**src/rtl/rhsm_pkg.sv**
```systemverilog
// Shared types, constants and helper functions for the rolling-hash string matcher.
// Depends on nothing; every other file of the block imports it.
`timescale 1ns / 1ps

package rhsm_pkg;

	// Pattern and text geometry.
	localparam int PATTERN_MAX = 8;
	localparam int BYTE_W      = 8;
	localparam int HASH_W      = 32;
	localparam int CNT_W       = 32;
	localparam int LEN_W       = 4;
	localparam int PAT_W       = PATTERN_MAX * BYTE_W;
	localparam int CFG_IDX_W   = 2;
	localparam int CFG_DATA_W  = 64;
	localparam int CELL_IDX_W  = (PATTERN_MAX > 1) ? $clog2(PATTERN_MAX) : 1;

	typedef logic [BYTE_W-1:0]     byte_t;
	typedef logic [HASH_W-1:0]     hash_t;
	typedef logic [CNT_W-1:0]      cnt_t;
	typedef logic [LEN_W-1:0]      len_t;
	typedef logic [PAT_W-1:0]      pat_t;
	typedef logic [CFG_IDX_W-1:0]  cfg_idx_t;
	typedef logic [CFG_DATA_W-1:0] cfg_data_t;

	// Configuration register indexes.
	localparam cfg_idx_t REG_PATTERN_BYTES  = cfg_idx_t'(0);
	localparam cfg_idx_t REG_PATTERN_LENGTH = cfg_idx_t'(1);

	// Reset values of the configuration registers.
	localparam pat_t PATTERN_BYTES_RST  = '0;
	localparam len_t PATTERN_LENGTH_RST = len_t'(1);

	// Status handed from the hash unit to the top level for one text byte.
	typedef struct packed {
		logic hash_eq;
		logic seen_ok;
		cnt_t start;
	} hash_status_t;

	// One result transaction.
	typedef struct packed {
		logic match_found;
		cnt_t match_start;
	} result_t;

	// Clamp the configured length into 1..PATTERN_MAX.
	function automatic len_t eff_len(input len_t raw);
		len_t l;
		l = raw;
		if (l < len_t'(1)) begin
			l = len_t'(1);
		end
		if (l > len_t'(PATTERN_MAX)) begin
			l = len_t'(PATTERN_MAX);
		end
		return l;
	endfunction

	// Shift-and-add hash of the first len pattern bytes, first byte weighted highest.
	function automatic hash_t pattern_hash(input pat_t pat, input len_t len);
		hash_t h;
		hash_t term;
		h = '0;
		for (int k = 0; k < PATTERN_MAX; k++) begin
			if (len_t'(k) < len) begin
				term = hash_t'(pat[BYTE_W*k +: BYTE_W]);
				h = h + (term << (len - len_t'(k) - len_t'(1)));
			end
		end
		return h;
	endfunction

endpackage

```
**src/rtl/rhsm_ifs.sv**
```systemverilog
// Valid/ready channel interfaces of the rolling-hash string matcher.
// Depends on rhsm_pkg for the payload types.
`timescale 1ns / 1ps

// Text byte channel.
interface rhsm_text_if;
	import rhsm_pkg::*;
	logic  valid;
	logic  ready;
	byte_t text_byte;
	logic  first_of_text;

	modport source (output valid, output text_byte, output first_of_text, input ready);
	modport sink   (input valid, input text_byte, input first_of_text, output ready);
endinterface

// Match result channel.
interface rhsm_result_if;
	import rhsm_pkg::*;
	logic valid;
	logic ready;
	logic match_found;
	cnt_t match_start;

	modport source (output valid, output match_found, output match_start, input ready);
	modport sink   (input valid, input match_found, input match_start, output ready);
endinterface

// Configuration write channel.
interface rhsm_cfg_if;
	import rhsm_pkg::*;
	logic      valid;
	logic      ready;
	cfg_idx_t  index;
	cfg_data_t data;

	modport source (output valid, output index, output data, input ready);
	modport sink   (input valid, input index, input data, output ready);
endinterface

```
**src/rtl/rhsm_cell.sv**
```systemverilog
// One window cell: holds a single text byte and compares its incoming byte to a pattern byte.
// Depends on rhsm_pkg.
`timescale 1ns / 1ps

module rhsm_cell (
	input  logic          clk,
	input  logic          arst_n,
	input  logic          load,
	input  rhsm_pkg::byte_t din,
	input  rhsm_pkg::byte_t pat_byte,
	input  logic          active,
	output rhsm_pkg::byte_t byte_q,
	output logic          hit
);
	import rhsm_pkg::*;

	// The cell takes its neighbor's byte on every accepted text transaction.
	always_ff @(posedge clk or negedge arst_n) begin
		if (!arst_n) begin
			byte_q <= '0;
		end else if (load) begin
			byte_q <= din;
		end
	end

	// Compare against the byte the cell is about to hold; cells beyond the pattern always agree.
	assign hit = !active || (din == pat_byte);

endmodule

```
**src/rtl/rhsm_hash.sv**
```systemverilog
// Rolling hash and offset counter of the matcher, with the hash compare for the new window.
// Depends on rhsm_pkg.
`timescale 1ns / 1ps

module rhsm_hash (
	input  logic                     clk,
	input  logic                     arst_n,
	input  logic                     load,
	input  logic                     first,
	input  rhsm_pkg::byte_t          text_byte,
	input  rhsm_pkg::byte_t          oldest,
	input  rhsm_pkg::len_t           len,
	input  rhsm_pkg::hash_t          pat_hash,
	output rhsm_pkg::hash_status_t   status
);
	import rhsm_pkg::*;

	hash_t hash_q;
	cnt_t  seen_q;
	hash_t hash_base;
	cnt_t  seen_base;
	hash_t removed;
	hash_t hash_next;
	cnt_t  seen_next;

	// A new text starts from a cleared hash and count.
	assign hash_base = first ? '0 : hash_q;
	assign seen_base = first ? '0 : seen_q;

	// Drop the oldest byte's term, double, add the new byte.
	assign removed   = hash_t'(oldest) << (len - len_t'(1));
	assign hash_next = ((hash_base - removed) << 1) + hash_t'(text_byte);

	// The byte count saturates at its all-ones value.
	assign seen_next = (seen_base == '1) ? seen_base : seen_base + cnt_t'(1);

	always_ff @(posedge clk or negedge arst_n) begin
		if (!arst_n) begin
			hash_q <= '0;
			seen_q <= '0;
		end else if (load) begin
			hash_q <= hash_next;
			seen_q <= seen_next;
		end
	end

	// Status of the window that ends at the incoming byte.
	assign status.hash_eq = (hash_next == pat_hash);
	assign status.seen_ok = (seen_next >= cnt_t'(len));
	assign status.start   = seen_next - cnt_t'(len);

endmodule

```
**src/rtl/rhsm_out_fifo.sv**
```systemverilog
// Two-entry result buffer that decouples the text side from a stalling result receiver.
// Depends on rhsm_pkg.
`timescale 1ns / 1ps

module rhsm_out_fifo (
	input  logic              clk,
	input  logic              arst_n,
	input  logic              push,
	input  rhsm_pkg::result_t push_data,
	output logic              not_full,
	output logic              not_empty,
	input  logic              pop,
	output rhsm_pkg::result_t head
);
	import rhsm_pkg::*;

	result_t     slot_q [2];
	logic        wr_ptr_q;
	logic        rd_ptr_q;
	logic [1:0]  count_q;

	// Payload slots carry no reset.
	always_ff @(posedge clk) begin
		if (push) begin
			slot_q[wr_ptr_q] <= push_data;
		end
	end

	// Pointers and fill count.
	always_ff @(posedge clk or negedge arst_n) begin
		if (!arst_n) begin
			wr_ptr_q <= 1'b0;
			rd_ptr_q <= 1'b0;
			count_q  <= 2'd0;
		end else begin
			if (push) begin
				wr_ptr_q <= !wr_ptr_q;
			end
			if (pop) begin
				rd_ptr_q <= !rd_ptr_q;
			end
			if (push && !pop) begin
				count_q <= count_q + 2'd1;
			end else if (pop && !push) begin
				count_q <= count_q - 2'd1;
			end
		end
	end

	assign not_full  = (count_q != 2'd2);
	assign not_empty = (count_q != 2'd0);
	assign head      = slot_q[rd_ptr_q];

endmodule

```
**src/rtl/rolling_hash_string_matcher.sv**
```systemverilog
// Top level of the rolling-hash string matcher: cell chain, hash unit, result buffer.
// Depends on rhsm_pkg, rhsm_ifs, rhsm_cell, rhsm_hash and rhsm_out_fifo.
`timescale 1ns / 1ps

// Usage:
// Text bytes arrive on text_in, one per transaction; first_of_text set on a
// transaction clears the window, the hash and the offset before that byte is
// taken as offset 0. Every text transaction yields exactly one transaction on
// result_out: match_found and the start offset of the matching window (zero
// when there is no match). The pattern (up to eight bytes, first byte in the
// low byte) and its length are written through cfg while no text is in flight;
// cfg is always ready.
// result_out.valid is high in the cycle after a byte is taken.
// Throughput is one byte per cycle while text_in.ready is high, set by the window
// shift, hash roll and compare done on each accepted byte through the chain of byte cells.
// A two-entry result buffer lets one more byte be taken while a result waits;
// when both entries are held, text_in.ready drops until the receiver takes one.
// Reset clears the window, hash, offset and buffer, and sets the pattern to
// all zero with length one.
module rolling_hash_string_matcher (
	input  logic  clk,
	input  logic  arst_n,
	rhsm_text_if.sink     text_in,
	rhsm_result_if.source result_out,
	rhsm_cfg_if.sink      cfg
);
	import rhsm_pkg::*;

	pat_t   pattern_bytes_q;
	len_t   pattern_length_q;
	len_t   len;
	hash_t  pat_hash;
	logic   accept;
	logic   first;
	byte_t  oldest;
	byte_t  cell_din [PATTERN_MAX];
	byte_t  cell_byte [PATTERN_MAX];
	byte_t  cell_pat [PATTERN_MAX];
	logic   [PATTERN_MAX-1:0] cell_active;
	logic   [PATTERN_MAX-1:0] cell_hit;
	hash_status_t status;
	result_t res;
	result_t head;
	logic   fifo_not_full;
	logic   fifo_not_empty;

	// Configuration registers.
	assign cfg.ready = 1'b1;

	always_ff @(posedge clk or negedge arst_n) begin
		if (!arst_n) begin
			pattern_bytes_q  <= PATTERN_BYTES_RST;
			pattern_length_q <= PATTERN_LENGTH_RST;
		end else if (cfg.valid) begin
			case (cfg.index)
				REG_PATTERN_BYTES:  pattern_bytes_q  <= cfg.data[PAT_W-1:0];
				REG_PATTERN_LENGTH: pattern_length_q <= cfg.data[LEN_W-1:0];
				default: ;
			endcase
		end
	end

	assign len      = eff_len(pattern_length_q);
	assign pat_hash = pattern_hash(pattern_bytes_q, len);

	// Text handshake.
	assign text_in.ready = fifo_not_full;
	assign accept        = text_in.valid && fifo_not_full;
	assign first         = text_in.first_of_text;

	// Chain of window cells; cell 0 holds the newest byte.
	for (genvar k = 0; k < PATTERN_MAX; k++) begin : g_cell
		logic [LEN_W-1:0] pidx;
		if (k == 0) begin : g_head
			assign cell_din[k] = text_in.text_byte;
		end else begin : g_link
			assign cell_din[k] = first ? byte_t'(0) : cell_byte[k-1];
		end
		// Cell k lines up with pattern byte len-1-k.
		assign pidx           = len - len_t'(1) - len_t'(k);
		assign cell_active[k] = len_t'(k) < len;
		assign cell_pat[k]    = pattern_bytes_q[BYTE_W*pidx[CELL_IDX_W-1:0] +: BYTE_W];

		rhsm_cell u_cell (
			.clk      (clk),
			.arst_n   (arst_n),
			.load     (accept),
			.din      (cell_din[k]),
			.pat_byte (cell_pat[k]),
			.active   (cell_active[k]),
			.byte_q   (cell_byte[k]),
			.hit      (cell_hit[k])
		);
	end

	// Byte leaving the window; a new text removes a cleared zero.
	assign oldest = first ? byte_t'(0) : cell_byte[CELL_IDX_W'(len - len_t'(1))];

	rhsm_hash u_hash (
		.clk       (clk),
		.arst_n    (arst_n),
		.load      (accept),
		.first     (first),
		.text_byte (text_in.text_byte),
		.oldest    (oldest),
		.len       (len),
		.pat_hash  (pat_hash),
		.status    (status)
	);

	// Match decision for the window ending at the incoming byte.
	assign res.match_found = status.hash_eq && status.seen_ok && (&cell_hit);
	assign res.match_start = res.match_found ? status.start : '0;

	rhsm_out_fifo u_out_fifo (
		.clk       (clk),
		.arst_n    (arst_n),
		.push      (accept),
		.push_data (res),
		.not_full  (fifo_not_full),
		.not_empty (fifo_not_empty),
		.pop       (result_out.valid && result_out.ready),
		.head      (head)
	);

	assign result_out.valid       = fifo_not_empty;
	assign result_out.match_found = head.match_found;
	assign result_out.match_start = head.match_start;

`ifndef ASSERT_OFF
	// Every taken byte leaves a result ready on the next cycle.
	a_result_follows: assert property (@(posedge clk) disable iff (!arst_n)
		accept |=> result_out.valid)
		else $error("no result offered after a text transaction");

	// A fresh text cannot match a pattern longer than one byte on its first byte.
	a_no_early_match: assert property (@(posedge clk) disable iff (!arst_n)
		(accept && first && len > len_t'(1)) |-> !res.match_found)
		else $error("match reported before the window filled");

	// A non-match carries a zero offset.
	a_zero_start: assert property (@(posedge clk) disable iff (!arst_n)
		(accept && !res.match_found) |-> (res.match_start == '0))
		else $error("offset set without a match");

	// Configured length is always clamped into range.
	a_len_range: assert property (@(posedge clk) disable iff (!arst_n)
		(len >= len_t'(1)) && (len <= len_t'(PATTERN_MAX)))
		else $error("effective pattern length out of range");
`endif

endmodule

```
**src/flat_wrapper.sv**
```systemverilog
// flat-port wrapper written by rule: the top's interface ports become plain ports
module rolling_hash_string_matcher_flat import rhsm_pkg::*;
  (clk, arst_n, text_in_valid, text_in_text_byte, text_in_first_of_text, text_in_ready, result_out_valid, result_out_match_found, result_out_match_start, result_out_ready, cfg_valid, cfg_index, cfg_data, cfg_ready);
  rhsm_text_if text_in_i ();
  rhsm_result_if result_out_i ();
  rhsm_cfg_if cfg_i ();
  input  logic clk;
  input  logic arst_n;
  input wire logic [$bits(text_in_i.valid)-1:0] text_in_valid;
  input wire logic [$bits(text_in_i.text_byte)-1:0] text_in_text_byte;
  input wire logic [$bits(text_in_i.first_of_text)-1:0] text_in_first_of_text;
  output wire logic [$bits(text_in_i.ready)-1:0] text_in_ready;
  output wire logic [$bits(result_out_i.valid)-1:0] result_out_valid;
  output wire logic [$bits(result_out_i.match_found)-1:0] result_out_match_found;
  output wire logic [$bits(result_out_i.match_start)-1:0] result_out_match_start;
  input wire logic [$bits(result_out_i.ready)-1:0] result_out_ready;
  input wire logic [$bits(cfg_i.valid)-1:0] cfg_valid;
  input wire logic [$bits(cfg_i.index)-1:0] cfg_index;
  input wire logic [$bits(cfg_i.data)-1:0] cfg_data;
  output wire logic [$bits(cfg_i.ready)-1:0] cfg_ready;
  assign text_in_i.valid = text_in_valid;
  assign text_in_i.text_byte = text_in_text_byte;
  assign text_in_i.first_of_text = text_in_first_of_text;
  assign text_in_ready = text_in_i.ready;
  assign result_out_valid = result_out_i.valid;
  assign result_out_match_found = result_out_i.match_found;
  assign result_out_match_start = result_out_i.match_start;
  assign result_out_i.ready = result_out_ready;
  assign cfg_i.valid = cfg_valid;
  assign cfg_i.index = cfg_index;
  assign cfg_i.data = cfg_data;
  assign cfg_ready = cfg_i.ready;
  rolling_hash_string_matcher u_core (.clk(clk), .arst_n(arst_n), .text_in(text_in_i), .result_out(result_out_i), .cfg(cfg_i));
endmodule
```
**config.mk**
```make
export PLATFORM = sky130hd
export DESIGN_NAME = rolling_hash_string_matcher_flat
export DESIGN_NICKNAME = d
export VERILOG_FILES = /design/src/rtl/rhsm_pkg.sv /design/src/rtl/rhsm_ifs.sv /design/src/rtl/rhsm_cell.sv /design/src/rtl/rhsm_hash.sv /design/src/rtl/rhsm_out_fifo.sv /design/src/rtl/rolling_hash_string_matcher.sv /design/src/flat_wrapper.sv
export SDC_FILE = /design/constraint.sdc
export NUM_CORES = 1
export LEC_CHECK = 0
export BUFFER_PORTS_ARGS = -buffer_cell sky130_fd_sc_hd__buf_4
export CAP_MARGIN = 20
export CORE_ASPECT_RATIO = 1.75
export CORE_MARGIN = 2
export CORE_UTILIZATION = 40
export DETAILED_ROUTE_END_ITERATION = 8
export PLACE_DENSITY_LB_ADDON = 0.1
export SLEW_MARGIN = 40
export SYNTH_ARGS = -nofsm -noshare
export SYNTH_HDL_FRONTEND = slang
export SYNTH_HIERARCHICAL = 1
export SYNTH_SLANG_ARGS = --single-unit
```
**constraint.sdc**
```tcl
create_clock -name clk -period 52.7 [get_ports clk]
set_input_delay 5.27 -clock clk [delete_from_list [all_inputs] [get_ports clk]]
set_output_delay 5.27 -clock clk [all_outputs]
set_load 0.02 [all_outputs]
```
; After elaboration in Yosys (flattened, before gate mapping)
; Memories as Yosys holds them, arrays and structs flattened.
; Cells that the tools add are included.
[word_totals]
reg_bits = 199
ram_bits = 66
inputBits = 80
mem_count = 1
[op_classes]
addsub = 33
n_lt_le_gt_ge = 12
n_eq_ne = 12
shifts = 17
n_mux = 29
bitwise = 1
n_reduce_logical = 32
[mem_list]
columns = name, words, word_bits, rd, rd_clocked_by_memory_dff, wr, line
row1 = u_core.u_out_fifo.slot_q, 2, 33, 1, 0, 1, rhsm_out_fifo.sv:17  ; result_t slot_q [2];
[op_table]
columns = operator, n
row1 = $shiftx 64x7->8, 8
row2 = $mux 32, 11
row3 = $shl 8x4->32, 8
row4 = $add 32x32->32, 7
row5 = $mux 8, 10
row6 = $eq 8x8->1, 8
row7 = $add 32x1->32 const B, 1
row8 = $add 32x8->32, 1
row9 = $eq 32x32->1, 1
row10 = $eq 32x32->1 const B, 1
row11 = $ge 32x4->1, 1
row12 = $sub 32x4->32, 1
row13 = $sub 4x1->4 const B, 8
row14 = $mux 31, 1
row15 = $shl 8x4->31, 1
row16 = $sub 31x31->31, 1
row17 = $bmux 8 s3, 1
row18 = $lt 3x4->1 const A, 4
row19 = $sub 4x3->4 const B, 4
row20 = $logic_not 1->1, 12
row21 = $sub 3x3->3 const B, 4
row22 = $logic_or 1x1->1, 8
row23 = $lt 1x4->1 const A, 2
row24 = $lt 2x4->1 const A, 2
row25 = other kinds (18), 30

; Depth between registers and ports, before layout
; Gate-level depths: netlist of run 1.
[depth]
depth_word = 25
ltp_mapped = 93
depth_no_buf = 81

; Modules after synthesis
; Netlist of run 1, hierarchy kept.
[by_module_without_submodules]
columns = module, n_inst, cells_per_inst, area_per_inst_um2, seq_area_each_um2
row1 = rolling_hash_string_matcher, 1, 3126, 21942.3, 1702.9
row2 = rhsm_hash, 1, 1036, 8005.2, 1576.5
row3 = rhsm_cell, 8, 28, 419.2, 200.2
row4 = rhsm_out_fifo, 1, 119, 2722.6, 2082.0

; Least setup slack after synthesis of run 1
; OpenSTA, ideal clock, no wires.
[synth_path]
path_type = reg2reg
start = register u_core.pattern_length_q[2]
end = memory u_core/u_out_fifo/slot_q[0][22] in the netlist's numbering, data pin
setup_time_ns = 0.136
t_arrival_ns = 19.111
slack_ns = 33.453
stages_incl_launch_ff = 87
n_path_buf = 14
path_cell_list = dfrtp_1 > buf_2 > o21ba_2 > clkbuf_1 > nor2_1 > clkbuf_1 > clkbuf_1 > clkbuf_1 > clkbuf_1 > clkbuf_1 > buf_1 > ha_1 > inv_1 > clkbuf_1 > buf_1 > clkbuf_1 > clkbuf_1 > ha_1 > [... 51 more ...] > xor2_1 > nor2_1 > a21o_1 > ha_1 > o21ai_0 > a21boi_0 > o21ai_0 > or3b_1 > a21boi_1 > xnor2_1 > xor3_4 > nor2_1 > nand4_1 > a2111oi_2 > nand4_1 > nor3_1 > clkbuf_1 > and2_1
[synth_rtl]
columns = item, line
row1 = "start, declared", rolling_hash_string_matcher.sv:30  ; len_t pattern_length_q;
row2 = "start signal, assigned", rolling_hash_string_matcher.sv:57  ; REG_PATTERN_LENGTH: pattern_length_q <= cfg.data[LEN_W-1:0];
row3 = "end, declared", rhsm_out_fifo.sv:17

==> impl_summary.txt, run 1 <==
----------------------------------------------------
[Timing]
  Total count of max-transition violations in the final report ... 0
  Max_slew headroom ... 31.05%
  FMAX ... 50.99 MHz
  Worst Skew ... 0.01504 ns
  Final total negative setup slack ... 0 ns
  Setup violations, final ... 0
  Worst Setup Slack, final ... 33.09 ns
  Worst Max-Slew Pin Slew ... 1.027 ns
  Setup repair after global routing missed its margin ... no
  Final critical-path share of the clock period ... 37.21%
  Post-layout minimum cycle time ... 19.61 ns
  Final hold viol count ... 0

[Clock network]
  Root Driver ... sky130_fd_sc_hd__clkbuf_16
  Max Root-Sink Buffers ... 3
  Clock sink total ... 265
  Post-CTS Repair Setup Buffers ... 0
  CTS H-Tree Depth ... 1
  Number of resized instances in the post-cts repair step ... 0
  Clk slew on worst S/H paths ... 0.07 ns
  CTS tree ... built
  Source-to-sink clock delay at the later pin of the worst-skew pair ... 0.61 ns
  Hold buffer count at cts ... 0
  Number of CTS-inserted buffers ... 29

[Final layout]
  Most common cell after layout, fill and taps aside ... sky130_fd_sc_hd__nand2_1
  # nets final ... 4766
  # diodes ... 0
  Fillers ... 9159
  Share of layout cells above drive strength 1 ... 14.61%
  Post-layout instance count excluding filler cells ... 5665
  Final standard cell utilization of the core ... 43.64%
  Top library cells by usage in the layout, fill and taps aside ... sky130_fd_sc_hd__nand2_1, sky130_fd_sc_hd__nor2_1, sky130_fd_sc_hd__a21oi_1, sky130_fd_sc_hd__xnor2_1, sky130_fd_sc_hd__o21ai_0
  Layout overhead on the synthesized area ... 8.124%

[Synth]
  Combinational family with the most area after synthesis ... simple AND/OR/NAND/NOR gates
  Largest area contributor in the netlist ... sky130_fd_sc_hd__dfrtp_1
  Total standard cell area after synthesis ... 0.03602 mm²
  Number of warnings reported in the yosys synthesis log ... 6
  Proportion of register bits with asynchronous set or reset after synthesis ... 75.09%
  Synth Flop Type ... sky130_fd_sc_hd__dfrtp_1
  Average size of a mapped cell ... 7.996 µm²
  Area fraction in and, or, nand and nor cells after synthesis ... 23.94%
  Cells taking the most area after synthesis ... sky130_fd_sc_hd__dfrtp_1, sky130_fd_sc_hd__ha_1, sky130_fd_sc_hd__xnor2_1, sky130_fd_sc_hd__edfxtp_1, sky130_fd_sc_hd__nand2_1
  Fraction of synthesized cell area in xor and xnor cells ... 9.239%
  Sequential fraction of the synthesis area ... 19.33%
  Post-synth EDFFs ... 66
  Fraction of the mapped netlist area in compound gates ... 20.02%
  Area share of fa/ha/maj cells after synthesis ... 7.780%
  Synthesized instance count ... 4505
  Mux contribution to synthesized area ... 14.82%
  Number of distinct library cells after synthesis ... 143
  Area fraction of the dominant cell type after synthesis ... 13.75%
  Number of flip-flops and latches in the synthesized netlist ... 265

[Run]
  Count of maximum capacitance violations ... 0

[Routing]
  Routed len/inst ... 24.51 µm
  First-pass DRT Iterations ... 6
  Violation count after the first detailed-route iteration ... 2300
  DRC violations left ... 0
  Detail-routed via count per cell ... 5.974
  Via Count ... 33840
  Number of nets with antenna violations after routing ... 0
  Drt total wl ... 138.9 mm

[Status]
  Status ... completed

[Worst hold path]
  Worst hold path class ... flip-flop to flip-flop
  Min-Delay Startpoint ... u_core/u_hash/hash_q[7]
  Worst Hold Path Cells ... 1

[Global route]
  Overall Global Routing Usage ... 29.10%
  Total grt overflow ... 0
  Initial antenna violation count ... 0
  Largest net degree at the start of global routing ... 137
  Wire length of the first global-routing pass ... 205.3 mm
  Via count of the first global-routing pass ... 33090

[Floorplan]
  Initial standard-cell utilization of the core ... 40.36%
  Number of primary I/O pins ... 116
  Horiz. Die Dim ... 230.9 µm
  Area enclosed by the die boundary ... 0.09257 mm²
  Number of placement rows ... 145
  Die span in y ... 401.0 µm
  Area of the placeable core ... 0.08926 mm²

[Place]
  Detailed placement HPWL ... 111.7 mm
  Number of port buffers ... 114
  Cells after DPL ... 5612
  Routability Congestion ... 1.000
  Worst setup slack after placement ... 33.28 ns

[Critical path]
  Length in cells of the worst reg-to-reg path ... 81
  Highest-delay cell along the critical path ... sky130_fd_sc_hd__nand2_2
  Critical path type ... flip-flop to flip-flop
  Critical path depth ... 81
  Startpoint of the lowest-slack register-to-register path ... u_core/pattern_length_q[3]
  Maximum fanout along the worst path ... 48
  Type of destination of the critical path ... flip-flop
  CP Launch Point ... u_core/pattern_length_q[3]
  Kind of cell adding the most delay to the critical path ... compound AO/OA/AOI/OAI gates
  CP Launch Type ... flip-flop
  Arr. time, crit path ... 20.07 ns
  Max stage delay on crit path ... 0.68 ns
  Required time of the worst setup path ... 53.16 ns
  Critical path buffers and inverters ... 9

----------------------------------------------------
metrics by stage:
| step | instance area [µm²] | hold slack [ns] |
|---|---|---|
| floorplan | 36050 | 0.4418 |
| global placement | 37820 | 0.4605 |
| detailed placement | 37960 | 0.4685 |
| CTS | 38900 | 0.4841 |
| global route | 38950 | 0.5037 |
| finish | 38950 | 0.4812 |
cell families (layout without fill, tap and decap cells):
| group | count (synthesis) | count (layout) |
|---|---|---|
| and+or+nand+nor | 1740 | 1740 |
| AOI/OAI and AO/OA | 1089 | 1089 |
| muxes | 415 | 415 |
| buffers and inverters | 414 | 391 |
| xor gates and xnor gates | 362 | 362 |
| DFF | 265 | 265 |
| adders and majority gates | 218 | 218 |
| other | 2 | 9 |
layout make-up:
cell class	count	area (µm²)	area share, %
Multi-Input combinational cell	3833	27520	70.66
Tap cell	1176	1471	3.778
Clock inverter	18	158.9	0.4080
Inverter	163	614.3	1.577
Sequential cell	265	6970	17.90
Timing Repair Buffer	176	1438	3.691
Clock buffer	34	774.5	1.988
flip-flops by register name, summed over array words and instances, names as in the netlist:
register	flops
u_core/u_out_fifo/slot_q	66
u_core/g_cell.u_cell/byte_q	64
u_core/pattern_bytes_q	64
u_core/u_hash/seen_q	32
u_core/u_hash/hash_q	31
u_core/pattern_length_q	4
u_core/u_out_fifo/count_q	2
u_core/u_out_fifo/rd_ptr_q	1
u_core/u_out_fifo/wr_ptr_q	1
synthesized netlist by cell type (101+ instances only):
library cell / count
sky130_fd_sc_hd__inv_1: 157
sky130_fd_sc_hd__clkbuf_1: 171
sky130_fd_sc_hd__dfrtp_1: 198
sky130_fd_sc_hd__nor2b_1: 135
sky130_fd_sc_hd__nor2_1: 447
sky130_fd_sc_hd__xor2_1: 101
sky130_fd_sc_hd__nor3_1: 113
sky130_fd_sc_hd__o21ai_0: 225
sky130_fd_sc_hd__mux2_2: 146
sky130_fd_sc_hd__mux2i_1: 133
sky130_fd_sc_hd__ha_1: 208
sky130_fd_sc_hd__nand2_1: 484
sky130_fd_sc_hd__a21oi_1: 319
sky130_fd_sc_hd__xnor2_1: 247
routing by layer:
layer	GRT usage, %	wire (µm)
met4	21.91	12570
met2	53.69	71820
met1	30.70	50220
met5	0	0
met3	1.792	4267
final timing paths:
kind / slack (ns) / to
max: 33.09 / u_core/u_out_fifo/slot_q[0][6]
min: 0.48 / u_core/u_hash/hash_q[7]
max reg2reg: 33.09 / u_core/u_out_fifo/slot_q[0][6]
min reg2reg: 0.48 / u_core/u_hash/hash_q[7]
max in group asynchronous: 46.75 / u_core/pattern_length_q[3]
min in group asynchronous: 4.62 / u_core/u_out_fifo/rd_ptr_q
Power of run 1 is not shown: default switching activity piles up to over one toggle a cycle in this logic, so the estimate is an artifact.
==> run 2, diff against run 1 <==
==> constraint.sdc (replaced) <==
create_clock -name clk -period 19.1 [get_ports clk]
set_input_delay 1.91 -clock clk [delete_from_list [all_inputs] [get_ports clk]]
set_output_delay 1.91 -clock clk [all_outputs]
set_load 0.02 [all_outputs]
==> run 2 against run 1 <==
- worst setup slack worse by 32 ns
- flip-flop and latch count stayed put
- register-to-register slack got worse by 32 ns
- via count up 0.69%
- non-clock buffer count is 6 higher
- critical path depth decreased by 7
- clock skew is essentially flat
- design area up 0.23%
- hold slack gained 0.0057 ns
==> impl_summary.txt, run 2 (synthesized netlist as in run 1, its figures left out) <==
----------------------------------------------------
[Timing]
  Worst hold slack ... 0.4870 ns
  Final total negative setup slack ... 0 ns
  Setup violations, final ... 0
  FMAX ... 56.60 MHz
  Worst Setup Slack, final ... 1.431 ns
  Final hold viol count ... 0
  Worst Max-Slew Pin Slew ... 0.9560 ns
  Total count of max-transition violations in the final report ... 0
  Max_slew headroom ... 35.78%
  Worst Skew ... 0.01461 ns
  Setup repair after global routing missed its margin ... no
  Post-layout minimum cycle time ... 17.67 ns
  Final critical-path share of the clock period ... 92.51%

[Global route]
  Wire length of the first global-routing pass ... 206.7 mm
  Total grt overflow ... 0
  Largest net degree at the start of global routing ... 73
  Initial antenna violation count ... 1
  Overall Global Routing Usage ... 29.27%
  Via count of the first global-routing pass ... 33170

[Clock network]
  Clock sink total ... 265
  Root Driver ... sky130_fd_sc_hd__clkbuf_16
  Clk slew on worst S/H paths ... 0.07 ns
  CTS tree ... built
  CTS H-Tree Depth ... 1
  Number of CTS-inserted buffers ... 28
  Max Root-Sink Buffers ... 3
  Source-to-sink clock delay at the later pin of the worst-skew pair ... 0.59 ns

[Place]
  Routability Congestion ... 1.020
  Detailed placement HPWL ... 113.0 mm
  Number of port buffers ... 114
  Worst setup slack after placement ... 1.093 ns

[Floorplan]
  Initial standard-cell utilization of the core ... 40.36%
  Area of the placeable core ... 0.08926 mm²
  Number of primary I/O pins ... 116
  Number of placement rows ... 145
  Area enclosed by the die boundary ... 0.09257 mm²
  Horiz. Die Dim ... 230.9 µm
  Die span in y ... 401.0 µm

[Final layout]
  Top library cells by usage in the layout, fill and taps aside ... sky130_fd_sc_hd__nand2_1, sky130_fd_sc_hd__nor2_1, sky130_fd_sc_hd__a21oi_1, sky130_fd_sc_hd__xnor2_1, sky130_fd_sc_hd__o21ai_0
  Number of flip-flops under the largest register name ... 66
  Most common cell after layout, fill and taps aside ... sky130_fd_sc_hd__nand2_1
  Final standard cell utilization of the core ... 43.74%
  Largest register by flop count ... u_core/u_out_fifo/slot_q
  # nets final ... 4771
  Largest regs ... u_core/u_out_fifo/slot_q x66, u_core/g_cell.u_cell/byte_q x64, u_core/pattern_bytes_q x64
  Share of layout cells above drive strength 1 ... 14.79%
  Layout overhead on the synthesized area ... 8.378%

[Run]
  Count of maximum capacitance violations ... 0

[Routing]
  Number of nets with antenna violations after routing ... 0
  DRC violations left ... 0
  Routed len/inst ... 24.66 µm
  Drt total wl ... 139.9 mm
  Via Count ... 34070
  Detail-routed via count per cell ... 6.006
  Violation count after the first detailed-route iteration ... 2224
  First-pass DRT Iterations ... 6

[Critical path]
  CP Launch Type ... flip-flop
  Maximum fanout along the worst path ... 34
  Critical path type ... flip-flop to flip-flop
  Max stage delay on crit path ... 0.57 ns
  Type of destination of the critical path ... flip-flop
  Highest-delay cell along the critical path ... sky130_fd_sc_hd__dfstp_2
  Required time of the worst setup path ... 19.55 ns
  Arr. time, crit path ... 18.12 ns

[Worst hold path]
  Worst hold path class ... flip-flop to flip-flop

[Status]
  Status ... completed

----------------------------------------------------
run 2: cell count changes in the layout (fill, tap and decap cells not counted), sizes merged, moves of 2 or more:
| cell | change |
|---|---|
| buf | +6 |
| bufinv | +3 |
| clkbuf | +8 |
| clkinv | -6 |
| diode | +2 |
| inv | -4 |
run 2: path summary, 6_finish.rpt:
kind | from | to | slack [ns] | cells past startpoint
max | u_core/pattern_length_q[0] | u_core/u_out_fifo/slot_q[0][7] | 1.43 | 74
max in group asynchronous | arst_n | u_core/g_cell[3].u_cell/byte_q[5] | 16.62 | 2
min | u_core/u_hash/hash_q[7] | u_core/u_hash/hash_q[7] | 0.49 | 1
min in group asynchronous | arst_n | u_core/u_hash/seen_q[20] | 1.29 | 1
min reg2reg | u_core/u_hash/hash_q[7] | u_core/u_hash/hash_q[7] | 0.49 | 1
max reg2reg | u_core/pattern_length_q[0] | u_core/u_out_fifo/slot_q[0][7] | 1.43 | 74
run 2: through the flow:
| stage | cells | area (µm²) |
|---|---|---|
| global placement | 5615 | 37830 |
| finish | 5673 | 39040 |
| floorplan | 4512 | 36050 |
| detailed placement | 5617 | 37940 |
| CTS | 5669 | 38930 |
| global route | 5671 | 39040 |
run 2: timing repair:
item                                    in CTS  in global routing
buffers inserted                             0                  2
gates resized for setup                      0                  6
endpoints found under the setup margin       0                 66
hold buffers                                 0                  0
run 2: critical path: cells and delay by family (launching register included):
family                   cells  cell delay, ns
flip-flops                   1            0.57
multiplexers                 5            1.48
buffers and inverters        5            1.17
AND/OR/NAND/NOR             32            5.14
adder cells (fa/ha/maj)     10            3.45
AO/OA/AOI/OAI               14            4.32
XOR/XNOR                     8            1.34
run 2: area by class of cell:
type,count,area (µm²)
Antenna cell,2,5.005
Clock buffer,42,834.6
Clock inverter,10,161.4
Fill cell,9167,50220
Inverter,163,615.6
Multi-Input combinational cell,3833,27560
Sequential cell,265,6970
Tap cell,1176,1471
Timing Repair Buffer,182,1424
run 2: routing by layer:
metal / wire length, µm / vias to the layer above / GRT usage (%) / share of wire (%)
li1: - / 16280 / - / -
met4: 12920 / 0 / 22.52 / 9.2
met2: 72060 / 985 / 53.84 / 52
met1: 50210 / 16440 / 30.57 / 36
met5: 0 / - / 0 / 0
met3: 4696 / 369 / 2.169 / 3.4
Power of run 2 is left out for the same reason.
